**config.mk**
```make
export PLATFORM = sky130hd
export DESIGN_NAME = rct_cell
export DESIGN_NICKNAME = d
export VERILOG_FILES = /design/src/rtl/rct_pkg.sv /design/src/rtl/rct_cell.sv
export SDC_FILE = /design/constraint.sdc
export NUM_CORES = 1
export LEC_CHECK = 0
export CAP_MARGIN = 20
export CORE_MARGIN = 5
export CORE_UTILIZATION = 57
export DETAILED_ROUTE_END_ITERATION = 10
export DONT_BUFFER_PORTS = 1
export GPL_ROUTABILITY_DRIVEN = 0
export GPL_TIMING_DRIVEN = 0
export PLACE_DENSITY_LB_ADDON = 0.15
export SYNTH_ARGS = -nofsm -noshare
export SYNTH_HDL_FRONTEND = slang
export SYNTH_SLANG_ARGS = --single-unit
```
**constraint.sdc**
```tcl
create_clock -name clk -period 2.8 [get_ports clk]
set_input_delay 0.14 -clock clk [delete_from_list [all_inputs] [get_ports clk]]
set_output_delay 0.14 -clock clk [all_outputs]
set_load 0.01 [all_outputs]
```
**src/rtl/rct_pkg.sv**
```systemverilog
// Package for the reference count table: table sizes, command and status
// codes, and the packet and result types that travel along the cell chain.
// No dependencies.
`default_nettype none

package rct_pkg;

  // Table geometry and field widths.
  localparam int ENTRIES    = 16;
  localparam int ID_BITS    = 16;
  localparam int COUNT_BITS = 16;
  localparam int PTR_BITS   = 32;

  localparam logic [ID_BITS-1:0]    ID_MAX    = '1;
  localparam logic [ID_BITS-1:0]    ID_ONE    = ID_BITS'(1);
  localparam logic [COUNT_BITS-1:0] COUNT_MAX = '1;
  localparam logic [COUNT_BITS-1:0] COUNT_ONE = COUNT_BITS'(1);

  // Command codes.
  localparam logic [1:0] CMD_REGISTER  = 2'd0;
  localparam logic [1:0] CMD_INCREMENT = 2'd1;
  localparam logic [1:0] CMD_DECREMENT = 2'd2;

  // Status codes.
  localparam logic [1:0] ST_OK        = 2'd0;
  localparam logic [1:0] ST_FULL      = 2'd1;
  localparam logic [1:0] ST_NOT_FOUND = 2'd2;
  localparam logic [1:0] ST_SATURATED = 2'd3;

  // One command on its way through the chain, with the result built so far.
  typedef struct packed {
    logic                  active;
    logic [1:0]            cmd;
    logic [PTR_BITS-1:0]   ptr;
    logic [ID_BITS-1:0]    eid;
    logic [ID_BITS-1:0]    nid;
    logic                  hit;
    logic [1:0]            status;
    logic [ID_BITS-1:0]    assigned;
    logic [COUNT_BITS-1:0] count;
    logic                  released;
    logic [PTR_BITS-1:0]   rel_ptr;
  } rct_pkt_t;

  // Finished result as it waits on the output side.
  typedef struct packed {
    logic [1:0]            status;
    logic [ID_BITS-1:0]    assigned;
    logic [COUNT_BITS-1:0] count;
    logic                  released;
    logic [PTR_BITS-1:0]   rel_ptr;
  } rct_res_t;

endpackage

`default_nettype wire

```
**src/rtl/rct_cell.sv**
```systemverilog
// One slot of the reference count table: holds an id, a pointer and a count,
// acts on a passing command packet and registers it for the next cell.
// Depends on rct_pkg.
`default_nettype none

module rct_cell (
  input  wire logic              clk,
  input  wire logic              rst,
  input  wire rct_pkg::rct_pkt_t pkt_in,
  output rct_pkg::rct_pkt_t      pkt_out
);

  logic                           valid;
  logic                           valid_next;
  logic [rct_pkg::ID_BITS-1:0]    slot_id;
  logic [rct_pkg::ID_BITS-1:0]    slot_id_next;
  logic [rct_pkg::PTR_BITS-1:0]   slot_ptr;
  logic [rct_pkg::PTR_BITS-1:0]   slot_ptr_next;
  logic [rct_pkg::COUNT_BITS-1:0] slot_cnt;
  logic [rct_pkg::COUNT_BITS-1:0] slot_cnt_next;
  logic [rct_pkg::COUNT_BITS-1:0] cnt_dec;
  rct_pkg::rct_pkt_t              pkt_next;
  logic                           match;

  assign match   = valid && (slot_id == pkt_in.eid);
  assign cnt_dec = (slot_cnt != '0) ? slot_cnt - rct_pkg::COUNT_ONE : '0;

  // The first cell that can serve a command claims it; later cells pass it on.
  always_comb begin
    pkt_next      = pkt_in;
    valid_next    = valid;
    slot_id_next  = slot_id;
    slot_ptr_next = slot_ptr;
    slot_cnt_next = slot_cnt;
    if (pkt_in.active && !pkt_in.hit) begin
      case (pkt_in.cmd)
        rct_pkg::CMD_REGISTER: begin
          if (!valid) begin
            valid_next        = 1'b1;
            slot_id_next      = pkt_in.nid;
            slot_ptr_next     = pkt_in.ptr;
            slot_cnt_next     = rct_pkg::COUNT_ONE;
            pkt_next.hit      = 1'b1;
            pkt_next.status   = rct_pkg::ST_OK;
            pkt_next.assigned = pkt_in.nid;
            pkt_next.count    = rct_pkg::COUNT_ONE;
          end
        end
        rct_pkg::CMD_INCREMENT: begin
          if (match) begin
            pkt_next.hit = 1'b1;
            if (slot_cnt == rct_pkg::COUNT_MAX) begin
              pkt_next.status = rct_pkg::ST_SATURATED;
              pkt_next.count  = slot_cnt;
            end else begin
              slot_cnt_next   = slot_cnt + rct_pkg::COUNT_ONE;
              pkt_next.status = rct_pkg::ST_OK;
              pkt_next.count  = slot_cnt + rct_pkg::COUNT_ONE;
            end
          end
        end
        rct_pkg::CMD_DECREMENT: begin
          if (match) begin
            pkt_next.hit    = 1'b1;
            pkt_next.status = rct_pkg::ST_OK;
            pkt_next.count  = cnt_dec;
            slot_cnt_next   = cnt_dec;
            // The last reference is gone: free the slot and hand back its pointer.
            if (cnt_dec == '0) begin
              pkt_next.released = 1'b1;
              pkt_next.rel_ptr  = slot_ptr;
              valid_next        = 1'b0;
            end
          end
        end
        default: begin
        end
      endcase
    end
  end

  // Slot state; only the valid bit needs a reset.
  always_ff @(posedge clk) begin
    if (rst) begin
      valid <= 1'b0;
    end else begin
      valid <= valid_next;
    end
    slot_id  <= slot_id_next;
    slot_ptr <= slot_ptr_next;
    slot_cnt <= slot_cnt_next;
  end

  // Hand the packet to the next cell.
  always_ff @(posedge clk) begin
    if (rst) begin
      pkt_out <= '0;
    end else begin
      pkt_out <= pkt_next;
    end
  end

endmodule

`default_nettype wire

```
* Yosys cells after proc, flatten, opt, wreduce, memory -nomap -nowiden
Index checks and enable logic that the tools add are counted.
** Cells by class
- Add/sub/neg operators :: 2
- Eq/ne operators :: 8
- Muxes and demuxes :: 21
- Bitwise gates (word level) :: 1
- Reductions and logical operators :: 11
** Operators by type and width (count)
- two-way mux 16 bit :: 7
- case mux 16 bit (3 select lines) :: 2
- two-way mux 68 bit :: 1
- two-way mux 33 bit :: 2
- two-way mux 49 bit :: 1
- two-way mux 35 bit :: 1
- adder 16 x 1 -> 16 bit, second input constant :: 1
- == test 16 bit :: 1
- == test 16 bit, second input constant :: 1
- logical NOT 16 bit :: 1
- nonzero test 16 bit :: 1
- subtractor 16 x 1 -> 16 bit, second input constant :: 1
- case mux 3 bit (3 select lines) :: 1
- inequality test 2 bit, second input constant :: 4
- two-way mux 3 bit :: 2
- AND reduction 5 bit :: 1
- AND reduction 4 bit :: 1
- AND reduction 3 bit :: 1
- nonzero test 3 bit :: 1
- == test 2 x 1 -> 1 bit, second input constant :: 1
- == test 2 bit, second input constant :: 1
- logical AND 1 bit :: 2
- logical NOT 2 bit :: 1
- two-way mux 1 bit :: 2
- 5 further kinds :: 5
** Word-level totals
- Register bits :: 200
- Output and inout bits :: 135

* Logic depth before layout (Yosys ltp)
- Depth after elaboration :: 7
- Gate-level depth with buffers :: 11
- Depth with buffers taken out :: 8

* Worst setup path before layout
Ideal clock, no wire load.
- Path type :: input to register
- Start point :: input pkt_in[132] (netlist name)
- End point :: register slot_id[0] (netlist name) (enable)
- Arrival :: 2.545 ns
- Required time :: 2.369 ns
- Setup slack :: -0.176 ns
- Stages :: 7
- Cells stage by stage :: inv_1 -> ha_1 -> nand2b_1 -> or2_2 -> clkbuf_1 -> clkinv_1 -> buf_1
** Between the ends
- Word-level cells in the longest chain between the ends :: 2
** RTL lines
- start, declared :: RTL line rct_cell.sv:9 : input wire rct_pkg::rct_pkt_t pkt_in,
- logical NOT 2 bit :: RTL line rct_cell.sv:36 : case (pkt_in.cmd)
- AND reduction 3 bit (no source line)
- end signal, assigned :: RTL line rct_cell.sv:89 : slot_id <= slot_id_next;
- end, declared :: RTL line rct_cell.sv:15 : logic [rct_pkg::ID_BITS-1:0] slot_id;
No other way between the ends.
A chain may end at the register's enable or synchronous reset.

* Final worst setup path
- Start point :: register slot_cnt[0] (netlist name)
- End point :: register pkt_out[23] (netlist name)
** Between the ends
- Word-level cells in the longest chain between the ends :: 7
- Elaborated cells between the ends (all ways) :: 8
- Those cells by class :: add/sub: 1; mux: 5; reduce/logical: 2
** RTL lines
- start, declared :: RTL line rct_cell.sv:19 : logic [rct_pkg::COUNT_BITS-1:0] slot_cnt;
- start signal, assigned :: RTL line rct_cell.sv:91 : slot_cnt <= slot_cnt_next;
- subtractor 16 x 1 -> 16 bit or nonzero test 16 bit (tied branches) :: RTL line rct_cell.sv:26 : assign cnt_dec = (slot_cnt != '0) ? slot_cnt - rct_pkg::COUNT_ONE : '0;
- two-way mux 16 bit (*) :: RTL line rct_cell.sv:26
- logical NOT 16 bit (*) :: RTL line rct_cell.sv:69 : if (cnt_dec == '0) begin
- two-way mux 33 bit (*) :: RTL line rct_cell.sv:69
- two-way mux 49 bit (*) :: RTL line rct_cell.sv:63 : if (match) begin
- two-way mux 33 bit (*) :: RTL line rct_cell.sv:36
- two-way mux 68 bit (*) :: RTL line rct_cell.sv:35 : if (pkt_in.active && !pkt_in.hit) begin
- end signal, assigned :: RTL line rct_cell.sv:99 : pkt_out <= pkt_next;
- end, declared :: RTL line rct_cell.sv:10 : output rct_pkg::rct_pkt_t pkt_out
Mark *: on every way between the ends. The rest lies on a longest branch, timed or not.

==> impl_results.md <==
- Status: complete, no violations
- TritonCTS clock tree: built
- Crit path kind: register to register
- Starting DRC count in detailed routing: just under 700
- Clk_lat worst skew: ~450 ps
- Sequential Area: between 4000 and 5000 um2
- Largest cells by area after synthesis: dfxtp_1 (33%), edfxtp_1 (23%), nand2b_1 (5.4%), nor2b_1 (4.9%), mux2i_1 (4.0%)
- Worst-path fanout max: 10
- Final Hold Viols: 0
- Final Cycle Share: a little over nine tenths
- CTS Root Cell: clkbuf_16
- Slew @ Worst Pin: between 700 and 800 ps
- Tot Pwr: 0.00637 W
- F_max: roughly 370 MHz
- CP Capture Type: register
- CTS H-tree depth: 4
- Multi-input logic area: 3350 um2
- Global routing's busiest layer: met2
- Synth Flop Type: dfxtp_1
- Final-layout fill cell count: 938
- Pre-antenna DRT Iters: 7
- I/O pins: approximately 270
- Max Cap Viol: 0
- Clock Path Buffers: 2
- TritonCTS buffer count: 17
- Mapped Cells: 772
- M3 GR Usage: 11.6%
- IO Port Bufs: 0
- Share of the synthesized area in the top cell type: approximately 33%
- Final Slew Violations: 0
- Sequential cell area fraction in the yosys report: 56.3%
- Fin Hold WS: 59.8 ps
- GR Util met2: between 50 and 60%
- Max Clock Skew: 14.2 ps
- Initial antenna violation count: 1
- Residual DRC: 0
- Commonest non-fill, non-tap cell in the layout: dfxtp_1
- Routed via count: between 6000 and 7000
- Syn avg cell area: ~11 um2
- Die width: 130 um
- Setup violators final: 0
- Normalized max-slew margin: between 40% and 50%
- Syn nets: 916
- Synth cell types: a little over 70
- Remaining Overflow, GRT: 0
- Peak supply drop: 0.485 mV
- RSZ-0062 raised after global routing: true
- Final core occ: 74.1%
- DRT antenna net count: 0
- Initial Util: 57.4%
- Crit path time final: between 2000 and 3000 ps
- Std-Cell Rows: 44
- Synthesized cell area: 8250 um2
- Pleak: roughly 3.8 nW
- Die area: between 15000 and 20000 um2
- Detailed placement HPWL: around 17 mm
- Yosys reg bits: 200
- Sink Count: 200
- GR Util met1: a little over a third
- Clock-pin slew on the worst setup and hold paths: roughly 90 ps
- Layout cell share with drive strength beyond 1: ~8.6%
- Worst slack at placement: -378 ps
- YS warnings: 0
- Area growth syn-to-layout: 29.0%
- Commonest non-fill, non-tap cells in the layout: dfxtp_1 (136), dlygate4sd3_1 (135), nand2b_1 (71)
- Vias in the first global route: 6764
- Ys async rst share: 0%
- Die Y-Extent: 130 um
- Vias/cell: between 6 and 7
- PD cells: roughly 600 nW/um2
- Hold Crit Class: input port to register
- Layout Nets: 1076
- Final worst slack: approximately 61 ps
- Pin count of the biggest net entering global routing: 37
- Crit path required time: 3180 ps
- DR WL/cell: approximately 24 um
- Largest area contributor in the netlist: dfxtp_1
- Final WL: 26.6 mm
- Post-synth EDFFs: between 60 and 70
- Core area: roughly 14000 um2
- First-pass GRT wire length: 39.0 mm
- Crit path launch type: register
- Tot GR Track Use: 30.6%
- Worst EP arrival: ~3100 ps
[layout make-up]
cell class              instances  area share [%]
clock inverters                15            1.79
well taps                     184            2.16
inverters                      16           0.600
flip-flops and latches        200            43.7
diodes                          1          0.0235
multi-input cells             503            31.5
repair buffers                143            13.4
plain buffers                  51            2.86
clock buffers                  17            4.00
[registers in the layout, indices dropped and copies added, names as in the netlist]
| name | flops |
|---|---|
| slot_cnt | 16 |
| slot_ptr | 32 |
| pkt_out | 135 |
| slot_id | 16 |
| valid | 1 |
[routing by layer]
metal,part of all wire (%),vias up
met3,12,74
met2,50,468
met4,3.0,0
li1,-,3035
met5,0,-
met1,36,3227
[power by group]
| group | internal [W] | switching, W | leakage [nW] |
|---|---|---|---|
| Clock | 0.00123 | 0.00130 | 0.295 |
| Combinational | 0.000278 | 0.000295 | 1.82 |
| Sequential | 0.00313 | 0.000130 | 1.72 |
[synthesized netlist by cell type (all sizes together) (17+ instances only)]
| master | instances |
|---|---|
| a21oi | 36 |
| o21ai | 17 |
| nand2 | 61 |
| edfxtp | 64 |
| buf | 18 |
| clkbuf | 35 |
| mux2i | 33 |
| nand4 | 18 |
| nor2 | 39 |
| nor2b | 65 |
| xnor2 | 19 |
| nand2b | 71 |
| dfxtp | 136 |
[what timing repair did]
| item | in CTS | in global routing |
|---|---|---|
| buffers inserted | 2 | 4 |
| hold buffers | 135 | 0 |
| gates resized for setup | 4 | 22 |
| pin swaps | 1 | 3 |
| setup endpoints to repair | 46 | 91 |
| hold endpoints to repair | 183 | 0 |
[kinds of logic after synthesis]
| family | count (synthesis) | share of synthesized area [%] |
|---|---|---|
| compound gates | 120 | 10.2 |
| xor+xnor | 19 | 2.02 |
| fa+ha+maj | 7 | 1.06 |
| buf+inv | 69 | 4.26 |
| flops | 200 | 56.3 |
| mux | 33 | 4.00 |
| simple gates | 324 | 22.2 |
[worst max-delay path, stage by stage (launching register included)]
cell and delay [ps]:
edfxtp_1 420, buf_6 160, inv_2 90, ha_4 180
nor3b_2 260, nand2_1 150, xnor2_1 150, a211o_1 250
o41ai_2 410, buf_6 200, buf_12 150, mux2i_4 230
[metrics by stage]
step / TNS, ps / instances / area (um2)
2_1_floorplan: 0 / 772 / 8260
3_3_place_gp: -21800 / 956 / 8490
3_5_place_dp: -11100 / 958 / 8520
4_1_cts: -272 / 1127 / 10500
5_1_grt: -11.4 / 1130 / 10600
6_report: 0 / 1130 / 10600
[worst paths after layout]
path | start | to | slack, ps | depth (start not counted)
setup / recovery | slot_cnt[0] | pkt_out[23] | 60 | 11
hold reg to reg | slot_ptr[17] | pkt_out[17] | 530 | 2
setup reg to reg | slot_cnt[0] | pkt_out[23] | 60 | 11
hold / removal | pkt_in[48] | pkt_out[48] | 60 | 2
Power figures use the tool's default switching activity.
